==> src/rtl/pss_pkg.sv <==
package pss_pkg;

  localparam int CAPACITY = 64;
  localparam int VALUE_W  = 32;
  localparam int IDX_W    = $clog2(CAPACITY);
  localparam int POS_W    = IDX_W + 1;

  typedef enum logic [1:0] {
    OP_INSERT = 2'd0,
    OP_REMOVE = 2'd1,
    OP_READ   = 2'd2,
    OP_CLEAR  = 2'd3
  } op_t;

  typedef enum logic [1:0] {
    ST_OK    = 2'd0,
    ST_RANGE = 2'd1,
    ST_FULL  = 2'd2,
    ST_EMPTY = 2'd3
  } status_t;

  // Command broadcast to every cell of the chain
  typedef struct packed {
    logic               ins;
    logic               rem;
    logic [POS_W-1:0]   pos;
    logic [VALUE_W-1:0] value;
  } cell_cmd_t;

  // Outcome of one command as seen by the output stage
  typedef struct packed {
    logic             rd_ok;
    logic [POS_W-1:0] length_next;
    status_t          status;
  } ctrl_res_t;

endpackage

==> src/rtl/pss_cell.sv <==
module pss_cell (
  input  logic                             clk,
  input  logic [pss_pkg::IDX_W-1:0]        idx,
  input  pss_pkg::cell_cmd_t               cmd,
  input  logic [pss_pkg::VALUE_W-1:0]      left,
  input  logic [pss_pkg::VALUE_W-1:0]      right,
  output logic [pss_pkg::VALUE_W-1:0]      data,
  output logic [pss_pkg::VALUE_W-1:0]      rd
);

  logic [pss_pkg::POS_W-1:0]   my_pos;
  logic [pss_pkg::VALUE_W-1:0] data_next;

  assign my_pos = {1'b0, idx};

  always_comb begin
    data_next = data;
    if (cmd.ins) begin
      if (my_pos > cmd.pos) begin
        data_next = left;
      end else if (my_pos == cmd.pos) begin
        data_next = cmd.value;
      end
    end else if (cmd.rem && my_pos >= cmd.pos) begin
      data_next = right;
    end
  end

  always_ff @(posedge clk) begin
    data <= data_next;
  end

  // Drive own word onto the read bus only when addressed
  assign rd = (my_pos == cmd.pos) ? data : '0;

endmodule

==> config.mk <==
export PLATFORM = sky130hd
export DESIGN_NAME = pss_cell
export DESIGN_NICKNAME = d
export VERILOG_FILES = /design/src/rtl/pss_pkg.sv /design/src/rtl/pss_cell.sv
export SDC_FILE = /design/constraint.sdc
export NUM_CORES = 1
export LEC_CHECK = 0
export ABC_AREA = 0
export BUFFER_PORTS_ARGS = -buffer_cell sky130_fd_sc_hd__buf_2
export CORE_MARGIN = 8
export CORE_UTILIZATION = 30
export CTS_CLUSTER_DIAMETER = 200
export DETAILED_ROUTE_END_ITERATION = 16
export GPL_TIMING_DRIVEN = 0
export PLACE_DENSITY_LB_ADDON = 0.2
export SKIP_CTS_REPAIR_TIMING = 1
export SYNTH_ARGS = -nofsm -noshare
export SYNTH_HDL_FRONTEND = slang
export SYNTH_SLANG_ARGS = --single-unit
export TNS_END_PERCENT = 5
==> constraint.sdc <==
create_clock -name clk -period 4.4 [get_ports clk]
set_clock_uncertainty 0.15 [all_clocks]
set_input_delay 0 -clock clk [delete_from_list [all_inputs] [get_ports clk]]
set_output_delay 0 -clock clk [all_outputs]
set_load 0.05 [all_outputs]
==> results.md, run 1 <==
- Status: finished, final reports clean
- TritonCTS clock tree: yes
- WL per Instance: 17.58 um
- Hold Worst Slack: 166.7 ps
- Dpl cell area: 3612 um2
- Buffers added on ports: 174
- Syn nets: 403
- TritonCTS Sinks: 32
- Worst min path class: in -> reg
- Cells after Synth: 285
- Router iterations before antenna repair: 4
- Largest net degree at the start of global routing: 18
- Worst Path Max Fanout: 10
- Peak Freq: 375.3 MHz
- Req. time, crit path: 4290 ps
- Final hold vios: 0
- Max cap viols: 0
- Cts bufs inserted: 5
- Sequential area share after synthesis: 37.43%
- Biggest register: data
- Clock share of power: 26.0%
- Switching Share: 34.93%
- Vert. Die Dim: 108.5 um
- Commonest non-fill, non-tap cell in the layout: buf_2
- Worst path max stage delay: 570 ps
- Crit. End Element: register
- Syn Area/Cell: 9.009 um2
- Initial antenna violation count: 0
- Final net count: 658
- PD cells: 248.0 nW/um2
- # diodes: 0
- Unrepaired setup endpoints after global routing: no
- Worst path cell trace: buf_2 -> ha_1 -> and4b_1 -> and4_1 -> buf_6 -> buf_6 -> a31oi_1 -> dlygate4sd3_1 -> nand3_1 -> dlygate4sd3_1
- Delay-heaviest family, CP: buffers and inverters
- DRT iter0 DRCs: 228
- Root buffer cell: clkbuf_8
- Antenna-violating nets left: 0
- Die area: 11770 um2
- Clock-pin slew on the worst setup and hold paths: 80 ps
- Max H-tree Level: 2
- Final instance area: 4451 um2
- Die Width: 108.5 um
- Flop pwr share: 35.7%
- Most frequent cells in the layout: buf_2 (184), dlygate4sd3_1 (73), nand3_1 (33), nand4_1 (33)
- DR vias: 3406
- Tmin final: 2664 ps
- Layout area overhead: 73.34%
- Top flop regs: data (32)
- Yosys cell types: 22
- Yosys warning count: 0
- Vias in the first global route: 3149
- Number of flip-flops in the largest register: 32
- Initial Util: 31.09%
- Remaining Overflow, GRT: 0
- Crit path DAT: 2550 ps
- Deepest clock path buffer count: 2
- Relative slew slack: 53.69%
- CP Class: in -> reg
- Core region area: 8258 um2
- First-pass GRT wire length: 16330 um
- Crit start category: input pin
- GPL Wtd Cong: 0.7574
- Net Sw Power: 0.0003855 W
- Total track usage: 17.47%
- Power Internal: 0.0007181 W
- Fin util: 53.89%
- Yosys reg bits: 32
- Routed vias/inst: 5.272
- Pleak: 2.003 nW
- Drt total wl: 11360 um
- Worst vdd ir: 0.0001219 V
- Critical-path top delay cell: dlygate4sd3_1
- Final setup viols: 0
- Post-synthesis cell area: 2567 um2
- DP HPWL: 8360 um
- CP Buf/Inv Count: 5
- DR DRC count: 0
- Top-level port count: 176
- Max-slew violations: 0
- Period utilization: 60.56%
- Logic pwr share: 38.3%
- Share of cells above drive strength 1: 36.97%
- Row count: 33
- Least-Margin Pin Slew: 694.6 ps
[cell type report]
type	instances	area, um2
Fill cell	824	3807
Timing Repair Buffer	248	1629
Multi-Input combinational cell	211	1418
Sequential cell	32	960.9
Buffer	36	181.4
Tap cell	105	131.4
Clock buffer	6	72.57
Clock inverter	2	35.03
Inverter	6	22.52
[metal layers]
metal  part of all wire [%]  GRT usage [%]  wire length [um]  up-vias
li1                       -              -                 -     1643
met1                     41          21.69              4618     1601
met2                     51          29.73              5753      150
met3                    7.4          4.045               838       12
met4                    1.3          4.497               148        0
met5                      0              0                 0        -
[final timing paths]
| path | cells after the start | from | endpoint |
|---|---|---|---|
| worst min-delay path | 3 | cmd[39] | data[27] |
| worst max-delay path | 10 | idx[5] | data[3] |
[worst min-delay path, delay by kind of cell]
family,cells,cell delay [ps]
simple gates,1,160
compound gates,1,150
buf+inv,1,100
[cell usage after synthesis (all sizes together)]
master / n / share of area [%]
and3b: 1 / 0.34
edfxtp: 32 / 37
nor2: 1 / 0.15
and2: 32 / 7.8
and4: 1 / 0.34
a21oi: 2 / 0.39
inv: 6 / 0.88
nand4: 33 / 8.0
nor2b: 32 / 7.8
a31oi: 33 / 8.0
buf: 17 / 4.1
a21o: 2 / 0.58
nand3: 33 / 6.4
and4b: 1 / 0.39
o2111ai: 32 / 11
o21ai: 1 / 0.19
o21a: 1 / 0.29
clkbuf: 19 / 2.9
ha: 6 / 2.9
[logic make-up (layout without fill, tap and decap cells)]
group | count (synthesis) | after routing | synth area share, %
simple gates | 134 | 134 | 31.29
flops | 32 | 32 | 37.43
compound gates | 71 | 71 | 20.42
fa+ha+maj | 6 | 6 | 2.924
buf+inv | 42 | 298 | 7.943
[through the flow]
stage          TNS [ps]  worst slack, ps  total power (W)  instances
6_report              0             1736         0.001104        646
3_3_place_gp      -5642           -178.0        0.0007398        564
3_5_place_dp          0             1695        0.0007490        565
5_1_grt               0             1649         0.001156        646
4_1_cts               0             2005         0.001031        573
2_1_floorplan         0             1126        0.0006221        285
[power groups by stage]
stage	Sequential (W)	Combinational [W]	Clock [W]
final	0.000394	0.000422	0.000287
after detailed placement	0.000401	0.000348	0
after global routing	0.000398	0.000451	0.000307
after floorplan	0.000513	0.000109	0
after CTS	0.000394	0.000349	0.000288
after global placement	0.000401	0.000339	0
No activity file was read; power rests on OpenSTA's default activity.
==> run 2: changes to the inputs <==
==> constraint.sdc (replaced) <==
create_clock -name clk -period 2.15 [get_ports clk]
set_clock_uncertainty 0.15 [all_clocks]
set_input_delay 0 -clock clk [delete_from_list [all_inputs] [get_ports clk]]
set_output_delay 0 -clock clk [all_outputs]
set_load 0.05 [all_outputs]
==> results.md, run 2 (same netlist as run 1, synthesis figures left out) <==
- Top routing layer used: met4 (unchanged)
- Least-Margin Pin Slew: 597.4 ps (was 694.6 ps)
- Pwr Total: 0.002069 W (was 0.001104 W)
- PD cells: 467.1 nW/um2 (was 248.0 nW/um2)
- Req. time, crit path: 2020 ps (was 4290 ps)
- Worst vdd ir: 0.0001736 V (was 0.0001219 V)
- Final net count: 656 (was 658)
- Hold Crit Start: right[4] (was cmd[39])
- Initial Util: 31.09% (unchanged)
- Cts bufs inserted: 5 (unchanged)
- Fin util: 53.64% (was 53.89%)
- Final instance area: 4429 um2 (was 4451 um2)
- Crit. End Element: register (unchanged)
- Max cap viols: 0 (unchanged)
- Root buffer cell: clkbuf_8 (unchanged)
- Pleak: 1.977 nW (was 2.003 nW)
- DR vias: 3472 (was 3406)
- Layout area overhead: 72.51% (was 73.34%)
- Buffers added on ports: 174 (unchanged)
- Placed cell count: 564 (was 565)
- Largest net degree at the start of global routing: 33 (was 18)
- # diodes: 0 (unchanged)
- Dpl cell area: 3595 um2 (was 3612 um2)
- TritonCTS Sinks: 32 (unchanged)
- Deepest clock path buffer count: 2 (unchanged)
- Wl on met1: 4712 um (was 4618 um)
- Clock-pin slew on the worst setup and hold paths: 70 ps (was 80 ps)
- Final hold vios: 14 (was 0)
- Met2 Wirelength: 5808 um (was 5753 um)
- GPL Wtd Cong: 0.7755 (was 0.7574)
- DRT iter0 DRCs: 237 (was 228)
- First-pass GRT wire length: 15840 um (was 16330 um)
- Peak Freq: 467.4 MHz
- TritonCTS clock tree: yes (unchanged)
- Max-slew violations: 0 (unchanged)
- Tmin final: 2140 ps
- Antenna-violating nets left: 0 (unchanged)
- Drt total wl: 11850 um (was 11360 um)
- Post-route insts no fill: 643 (was 646)
- Hold depth: 4 (was 3)
- Vert. Die Dim: 108.5 um (unchanged)
- Core region area: 8258 um2 (unchanged)
- Crit start category: input pin (unchanged)
- Period utilization: 99.51%
- Top flop regs: data (32) (unchanged)
- Final setup viols: 0 (unchanged)
- Max H-tree Level: 2 (unchanged)
- Relative slew slack: 60.17% (was 53.69%)
- Vias in the first global route: 3103 (was 3149)
- DR DRC count: 0 (unchanged)
- Hold Worst Slack: -20.90 ps (was 166.7 ps)
- Worst Path Max Fanout: 10 (unchanged)
- Failing checks: negative hold slack
- Remaining Overflow, GRT: 0 (unchanged)
- Crit path DAT: 2010 ps (was 2550 ps)
- Routed vias/inst: 5.400 (was 5.272)
- Die Width: 108.5 um (unchanged)
- Total track usage: 17.08% (was 17.47%)
- Number of flip-flops in the largest register: 32 (unchanged)
- Row count: 33 (unchanged)
- Worst min path class: in -> reg (unchanged)
- Biggest register: data (unchanged)
- CP Class: in -> reg (unchanged)
- WL per Instance: 18.43 um (was 17.58 um)
- Most frequent cells in the layout: buf_2 (184), dlygate4sd3_1 (70), nand3_1 (33), nand4_1 (33) (was buf_2 (184), dlygate4sd3_1 (73), nand3_1 (33), nand4_1 (33))
- Share of cells above drive strength 1: 37.73% (was 36.97%)
- Top-level port count: 176 (unchanged)
- DP HPWL: 8440 um (was 8360 um)
- Router iterations before antenna repair: 5 (was 4)
- Wire length on met3: 974 um (was 838 um)
- Initial antenna violation count: 0 (unchanged)
- Status: complete, but fails checks (was finished, final reports clean)
- Min-Delay Endpoint: data[4] (was data[27])
- Commonest non-fill, non-tap cell in the layout: buf_2 (unchanged)
- Die area: 11770 um2 (unchanged)
## run 2: cell types whose count changed in the layout (fill, tap and decap cells not counted)
| cell | change |
|---|---|
| buf_16 | -1 |
| ha_1 | -1 |
| buf_12 | +1 |
| clkinv_2 | -1 |
| and4b_2 | +1 |
| clkinv_1 | +2 |
| bufinv_16 | -1 |
| ha_4 | +1 |
| dlygate4sd3_1 | -3 |
| clkbuf_2 | +1 |
| buf_8 | +1 |
| a31oi_4 | +1 |
| clkbuf_1 | -3 |
| and4b_1 | -1 |
## run 2: critical path, cell delays in order
cell and delay (ps):
buf_2 100, ha_1 290, and4b_2 260, and4_1 210
buf_6 150, buf_6 150, a31oi_1 150, dlygate4sd3_1 580
nand3_1 100
## run 2: report_power, final
part,internal [W],switching (W)
combinational,0.000310,0.000517
sequential,0.000776,0.0000303
clock,0.000214,0.000222
total,0.00130,0.000769
## run 2: cell type report
class / count / area [um2]
clock inverter: 2 / 7.507
buffer: 36 / 193.9
fill: 777 / 3829
inverter: 6 / 22.52
tap: 105 / 131.4
sequential: 32 / 960.9
clock buffer: 5 / 68.82
multi-input combinational: 212 / 1453
timing repair buffer: 245 / 1592
## run 2: metal layers
layer  up-vias  track usage (%)
met3        35            4.045
met1      1607            20.21
met5         -                0
li1       1637                -
met4         0            5.963
met2       193            29.51
## run 2: how the worst max path moves through the flow
stage	from	endpoint	slack (ps)	cells after the start
after global placement	idx[5]	data[7]	-590	6
after detailed placement	idx[5]	data[14]	-610	6
after CTS	idx[5]	data[20]	-320	6
after floorplan	cmd[37]	data[0]	20	6
final	idx[4]	data[25]	10	9
after global routing	idx[3]	data[25]	-30	9
## run 2: stage by stage
step | TNS, ps | setup WS (ps)
after global placement | -18860 | -590.3
after CTS | -10010 | -316.3
after detailed placement | -19540 | -611.8
after floorplan | 0 | 17.97
final | 0 | 10.45
after global routing | -25.36 | -25.36
