## config.mk

```make
export PLATFORM = sky130hd
export DESIGN_NAME = pss_ctrl
export DESIGN_NICKNAME = d
export VERILOG_FILES = /design/src/rtl/pss_pkg.sv /design/src/rtl/pss_ctrl.sv
export SDC_FILE = /design/constraint.sdc
export NUM_CORES = 1
export LEC_CHECK = 0
export BUFFER_PORTS_ARGS = -buffer_cell sky130_fd_sc_hd__buf_4
export CORE_UTILIZATION = 30
export DETAILED_ROUTE_END_ITERATION = 16
export SLEW_MARGIN = 20
export SYNTH_ARGS = -nofsm -noshare
export SYNTH_HDL_FRONTEND = slang
export SYNTH_SLANG_ARGS = --single-unit
```

## constraint.sdc

```tcl
create_clock -name clk -period 6.2 [get_ports clk]
set_input_delay 0.93 -clock clk [delete_from_list [all_inputs] [get_ports clk]]
set_output_delay 0.93 -clock clk [all_outputs]
set_load 0.05 [all_outputs]
```

## src/rtl/pss_pkg.sv

```systemverilog
package pss_pkg;

  localparam int CAPACITY = 64;
  localparam int VALUE_W  = 32;
  localparam int IDX_W    = $clog2(CAPACITY);
  localparam int POS_W    = IDX_W + 1;

  typedef enum logic [1:0] {
    OP_INSERT = 2'd0,
    OP_REMOVE = 2'd1,
    OP_READ   = 2'd2,
    OP_CLEAR  = 2'd3
  } op_t;

  typedef enum logic [1:0] {
    ST_OK    = 2'd0,
    ST_RANGE = 2'd1,
    ST_FULL  = 2'd2,
    ST_EMPTY = 2'd3
  } status_t;

  // Command broadcast to every cell of the chain
  typedef struct packed {
    logic               ins;
    logic               rem;
    logic [POS_W-1:0]   pos;
    logic [VALUE_W-1:0] value;
  } cell_cmd_t;

  // Outcome of one command as seen by the output stage
  typedef struct packed {
    logic             rd_ok;
    logic [POS_W-1:0] length_next;
    status_t          status;
  } ctrl_res_t;

endpackage

```

## src/rtl/pss_ctrl.sv

```systemverilog
module pss_ctrl (
  input  logic                        clk,
  input  logic                        rst,
  input  logic                        accept,
  input  logic [1:0]                  operation,
  input  logic [pss_pkg::POS_W-1:0]   position,
  input  logic [pss_pkg::VALUE_W-1:0] value_in,
  output pss_pkg::cell_cmd_t          cmd,
  output pss_pkg::ctrl_res_t          res
);

  localparam logic [pss_pkg::POS_W-1:0] CapLen = pss_pkg::POS_W'(pss_pkg::CAPACITY);

  logic [pss_pkg::POS_W-1:0] count;
  logic [pss_pkg::POS_W-1:0] count_next;
  pss_pkg::op_t              op;
  pss_pkg::status_t          st;
  logic                      ins_ok;
  logic                      rem_ok;
  logic                      rd_ok;

  assign op = pss_pkg::op_t'(operation);

  always_comb begin
    st     = pss_pkg::ST_OK;
    ins_ok = 1'b0;
    rem_ok = 1'b0;
    rd_ok  = 1'b0;
    count_next = count;
    unique case (op)
      pss_pkg::OP_INSERT: begin
        if (count >= CapLen) begin
          st = pss_pkg::ST_FULL;
        end else if (position > count) begin
          st = pss_pkg::ST_RANGE;
        end else begin
          ins_ok     = 1'b1;
          count_next = count + 1'b1;
        end
      end
      pss_pkg::OP_REMOVE, pss_pkg::OP_READ: begin
        if (count == '0) begin
          st = pss_pkg::ST_EMPTY;
        end else if (position >= count) begin
          st = pss_pkg::ST_RANGE;
        end else begin
          rd_ok = 1'b1;
          if (op == pss_pkg::OP_REMOVE) begin
            rem_ok     = 1'b1;
            count_next = count - 1'b1;
          end
        end
      end
      pss_pkg::OP_CLEAR: begin
        count_next = '0;
      end
      default: begin
        st = pss_pkg::ST_OK;
      end
    endcase
  end

  always_ff @(posedge clk) begin
    if (rst) begin
      count <= '0;
    end else if (accept) begin
      count <= count_next;
    end
  end

  assign cmd.ins   = accept & ins_ok;
  assign cmd.rem   = accept & rem_ok;
  assign cmd.pos   = position;
  assign cmd.value = value_in;

  assign res.rd_ok       = rd_ok;
  assign res.length_next = count_next;
  assign res.status      = st;

endmodule

```

==> impl_metrics.csv, run 1 <==
group,metric,value,unit
run_status,status,"finished clean",
grt,grt.total_usage,13.9,%
grt,grt_pass1_vias,1229,
route,post_drt_via_cell_ratio,5.27,
cts,cts.sinks,7,
worst_setup_path,arrival,2980,ps
worst_setup_path,cpLargestDelayFamily,"compound AO/OA/AOI/OAI gates",
grt,antenna_found_initial,0,
worst_setup_path,worst-path-buf-inv,2,
cts,hold_buffers,0,
pwr,p_per_area,121,nW/µm²
worst_setup_path,cp_slowest_stage_delay,480,ps
cts,clkLatencyLatePin,220,ps
layout,syn2layout_area_growth,0.502,%
cts,htreeDepth,1,
place,io_buffer_count,30,
cts,clockBufferDepth,2,
route,route.antenna.remaining_nets,0,
timing,setup_tns,0,ps
cts,cts_resized,0,
synthesis,ys_ff_latch,7,
synthesis,netlist_area,1500,µm²
timing,fin_worst_skew,3.00,ps
worst_setup_path,path_class,"in2out",
synthesis,yosysSeqAreaShare,9.36,%
layout,regMostFlops,"count",
cts,clk_pin_slew,40,ps
layout,fin_area,1500,µm²
synthesis,netlist_instances,193,
worst_setup_path,ff2ff_setup_slack,3520,ps
synthesis,avgSynthCellArea,7.75,µm²
timing,grt_setup_unrepaired,"no",
synthesis,synth_top_area_share,20.6,%
place,dp.cells,244,
timing,worst_pin_slew,580,ps
synthesis,synthFlopType,"dfxtp_1",
timing,min_period,3910,ps
die,io_pins,95,
die,rows,25,
cts,numCtsBuffers,3,
route,dr_total_vias,1306,
cts,clockRootBuffer,"clkbuf_8",
route,drc,0,
die,fp.dieW,72.6,µm
pwr,vdd_drop_max,0.0639,mV
worst_setup_path,worstPathCellList,"buf_4 > ha_1 > a21oi_1 > o21ai_2 > o31ai_4 > nor2_1 > a21oi_1 > o221ai_1 > buf_4",
route,drtPass1Iterations,4,
timing,finalSetupViolCount,0,
worst_setup_path,crit_path_start_kind,"primary input",
timing,drv_slew,0,
timing,setup_ws,2290,ps
layout,finalNetCount,240,
worst_hold_path,hp-class,"reg2reg",
synthesis,synth_top_area_cell,"buf_4",
synthesis,ys_types,60,
route,wl,3.56,mm
timing,max_slew_margin,61.3,%
cts,cts_tree,"yes",
place,pre_cts_ws,2330,ps
grt,grt_pass1_wl,5.76,mm
synthesis,ys_async_sr_fraction,0,%
layout,layout_commonest_cell,"buf_4",
die,fp.coreArea,4750,µm²
die,initial_utilization,31.5,%
layout,reg_top3,"count x7",
worst_setup_path,critPathCaptureType,"primary output",
route,first_iter_violations,154,
layout,layout_common_cells,"30 x buf_4, 14 x ha_1, 12 x a21oi_1, 12 x inv_1, 10 x nand2_1",
route,wire_per_inst,14.4,µm
timing,finalCritPeriodShare,63.1,%
place,place_hpwl,2.87,mm
flow_run,maxCapViolCount,0,
place,place_area,1460,µm²
layout,drive_above_1_share,27.1,%
place,globalplace.congestion,0.941,
worst_setup_path,cp.required,5270,ps
synthesis,synth_edf_count,0,
synthesis,synthTopCellsByArea,"buf_4 21%, ha_1 12%, dfxtp_1 9.4%",
timing,max_freq,0.256,GHz
pwr,power.leakage,0.596,nW
synthesis,yosysWarnings,0,
layout,final_core_util,31.6,%
cts,cts_setup_buffers,0,
worst_setup_path,critPathMaxFanout,10,
layout,diodes,0,
die,die_y,72.6,µm
layout,largest_register_ffs,7,
die,die-area,5270,µm²
synthesis,syn-num-nets,251,
timing,hold_viol,0,
grt,grt-ovfl-total,0,
grt,grt_max_degree,15,
layout,stdcell_count,248,
worst_setup_path,slowest_stage,"o31ai_4",
layer usage:
metal / global-route usage (%) / part of all wire (%)
met5: 0 / 0
met4: 3.05 / 0.93
met3: 4.01 / 7.0
met1: 18.0 / 46
met2: 22.7 / 46
through the flow:
stage / hold WS, ps / total power (W)
floorplan: 468 / 0.000157
global placement: 503 / 0.000119
detailed placement: 518 / 0.000119
CTS: 524 / 0.000183
global route: 556 / 0.000192
finish: 522 / 0.000182
Yosys cell counts, drive strengths merged, types with 4 or more instances:
cell / number
buf: 44
ha: 14
a21oi: 13
inv: 13
nand2: 11
nor2: 10
o21ai: 9
dfxtp: 7
nand4: 6
a31oi: 5
nand3: 5
nor3: 5
and3: 4
report_power, final:
part	internal [W]	switching, W
clock network	0.0000444	0.0000185
registers	0.0000456	0.000000626
logic	0.0000243	0.0000484
worst min-delay path, delay by kind of cell (launching register included):
family / cells / cell delay [ps]
DFF: 1 / 330
AOI/OAI and AO/OA: 1 / 70
and+or+nand+nor: 1 / 70
area by class of cell:
type                    instances  area [µm²]
fillers                       531        3250
inverters                      13        48.8
well taps                      67        83.8
flip-flops and latches          7         140
multi-input cells             127         961
clock buffers                   4        45.0
repair buffers                 30         225
logic make-up after synthesis:
family	Yosys count	share of synthesized area [%]
fa+ha+maj	14	11.7
mux	1	0.669
buf+inv	59	26.4
simple gates	59	23.9
flops	7	9.36
compound gates	53	27.9
final timing paths:
kind / from / to / cells past startpoint
worst max register to register: count[6] / count[4] / 8
worst min-delay path: count[1] / count[1] / 2
worst min register to register: count[1] / count[1] / 2
worst max-delay path: position[4] / res[3] / 9
No activity file was read; power rests on OpenSTA's default activity.
==> inputs of run 2 (changes only) <==
- ABC_AREA: not set -> 1
- clock period: 6.2 -> 3.5 ns (I/O delays scaled with it)
==> run 2 against run 1 <==
  * Non-clock buffer count up 1
  * Area after synthesis up 2.8%
  * Sequential power up 110%
  * Worst hold slack better by 83 ps
  * Register-to-register slack worse by 2200 ps
  * Clock power up 84%
  * Sequential cell count unchanged
  * Largest power group unchanged
  * Count of clock-buffer cells in the layout unchanged
  * Cell count up 21%
==> impl_metrics.csv, run 2 <==
group,metric,value,unit
run_status,status,"finished clean",
grt,grt_pass1_vias,1251,
cts,numCtsBuffers,3,
worst_setup_path,crit_path_start_kind,"flip-flop",
worst_setup_path,r2r-start,"count[2]",
route,wire_per_inst,11.6,µm
place,io_buffer_count,30,
die,die-area,5420,µm²
grt,grt.total_usage,14.1,%
layout,diodes,0,
layout,syn2layout_area_growth,1.55,%
route,drtPass1Iterations,4,
pwr,vdd_drop_max,0.106,mV
timing,finalCritPeriodShare,82.9,%
die,fp.coreArea,4820,µm²
cts,clockBufferDepth,2,
synthesis,ys_ff_latch,7,
worst_setup_path,critPathCaptureType,"primary output",
route,drc,0,
place,pre_cts_ws,831,ps
layout,finalNetCount,293,
synthesis,netlist_instances,246,
layout,reg_top3,"count x7",
place,place_hpwl,2.77,mm
synthesis,yosysWarnings,0,
synthesis,yosysMostFrequentCell,"nand2_1",
layout,layout_common_cells,"70 x nand2_1, 31 x buf_4, 27 x nand3_1",
route,route.antenna.remaining_nets,0,
synthesis,ys_types,28,
timing,drv_slew,0,
die,rows,25,
synthesis,synth_top_area_cell,"buf_4",
grt,grt-ovfl-total,0,
worst_setup_path,cp.required,2970,ps
cts,hold_buffers,0,
cts,cts_resized,0,
flow_run,maxCapViolCount,0,
place,globalplace.congestion,0.864,
timing,min_period,2900,ps
grt,antenna_found_initial,0,
cts,clkLatencyLatePin,230,ps
timing,hold_viol,0,
timing,setup_ws,599,ps
route,wl,3.48,mm
synthesis,synth_edf_count,0,
cts,htreeDepth,1,
worst_hold_path,hp-start,"rst",
route,dr_total_vias,1342,
cts,cts.sinks,7,
timing,max_freq,0.345,GHz
synthesis,synth.cells.most_frequent,"70 x nand2_1, 40 x buf_4, 27 x nand3_1",
worst_setup_path,slowest_stage,"dfxtp_1",
die,initial_utilization,31.9,%
worst_setup_path,r2r_end,"count[1]",
timing,setup_tns,0,ps
grt,grt_pass1_wl,5.82,mm
route,post_drt_via_cell_ratio,4.46,
worst_setup_path,path_common_cell,"nand2_1",
route,first_iter_violations,86,
timing,max_slew_margin,69.6,%
die,io_pins,95,
worst_setup_path,ff2ff_setup_slack,1360,ps
cts,clk_pin_slew,40,ps
grt,grt_max_degree,17,
layout,layout_commonest_cell,"nand2_1",
worst_setup_path,path_class,"reg2out",
cts,cts_setup_buffers,0,
cts,clockRootBuffer,"clkbuf_8",
layout,regMostFlops,"count",
die,fp.dieW,73.6,µm
timing,worst_pin_slew,456,ps
cts,cts_tree,"yes",
worst_hold_path,hold_depth,4,
die,die_y,73.6,µm
worst_setup_path,worstPathCellList,"inv_1 > ha_1 > a21oi_1 > nand2_1 > nand2_2 > nand3_4 > nor2_8 > nand2_4 > nand2_1 > nand3_1 > nand2_1 > buf_4",
synthesis,ys_async_sr_fraction,0,%
worst_setup_path,reg2reg_depth,12,
synthesis,avgSynthCellArea,6.25,µm²
timing,grt_setup_unrepaired,"no",
layout,drive_above_1_share,24.8,%
pwr,power.leakage,0.906,nW
worst_setup_path,critPathMaxFanout,8,
synthesis,netlist_area,1540,µm²
synthesis,synthFlopType,"dfxtp_1",
synthesis,syn-num-nets,304,
synthesis,synth_top_area_share,19.5,%
worst_hold_path,min_to,"count[3]",
synthesis,yosysSeqAreaShare,9.11,%
worst_setup_path,cp_slowest_stage_delay,520,ps
worst_hold_path,hp-class,"in2reg",
timing,finalSetupViolCount,0,
synthesis,synthTopCellsByArea,"buf_4 20%, nand2_1 17%, ha_1 11%",
layout,largest_register_ffs,7,
timing,fin_worst_skew,1.53,ps
pwr,p_per_area,336,nW/µm²
worst_setup_path,arrival,2380,ps
[run 2: cell types whose count changed after synthesis, moves of 5 or more]
cell     change
xor2_1       +6
nand2_1     +60
a31oi_1      -5
nand3_1     +23
inv_1        +9
inv_2        +8
[run 2: metrics by stage]
step           power (W)  util (%)  hold WS [ps]  instances  area, µm²
2_1_floorplan   0.000440         -           620        246       1540
3_3_place_gp    0.000411      31.5           745        297       1520
3_5_place_dp    0.000412      31.5           716        297       1520
4_1_cts         0.000532      32.4           595        301       1560
5_1_grt         0.000567      32.4           619        301       1560
6_report        0.000525      32.4           606        301       1560
[run 2: layer usage]
layer,global-route usage [%],part of all wire (%)
met1,19.7,48
met2,20.9,45
met3,3.43,5.8
met4,4.91,1.1
met5,0,0
[run 2: power breakdown]
group,internal (W),switching (W)
registers,0.0000864,0.0000116
logic,0.000101,0.000211
clock network,0.0000790,0.0000367
[run 2: critical path: cells and delay by family, from the launching register on]
kind,cells,cell delay (ps)
flops,1,520
compound gates,1,150
fa+ha+maj,1,340
buf+inv,2,360
simple gates,8,770
[run 2: area by class of cell]
cell class | instances | area (µm²)
Tap cell | 67 | 83.8
Multi-Input combinational cell | 161 | 941
Inverter | 31 | 119
Sequential cell | 7 | 140
Clock buffer | 4 | 45.0
Fill cell | 561 | 3260
Timing Repair Buffer | 31 | 233
[run 2: kinds of logic (layout without fill, tap and decap cells)]
family          count (synthesis)  after routing  synth area share, %
compound gates                 16             16                 6.43
xor+xnor                        6              6                 3.42
fa+ha+maj                      14             14                 11.4
buf+inv                        78             66                 29.7
flops                           7              7                 9.11
simple gates                  125            125                 40.0
[run 2: how the worst max path moves through the flow]
stage	start	to	slack, ps	cells past startpoint
2_1_floorplan	count[6]	cmd[39]	330	10
3_3_place_gp	count[2]	res[2]	840	12
3_5_place_dp	count[2]	res[2]	830	12
4_1_cts	count[2]	res[2]	570	12
5_1_grt	count[2]	res[7]	360	14
6_report	count[2]	res[2]	600	12
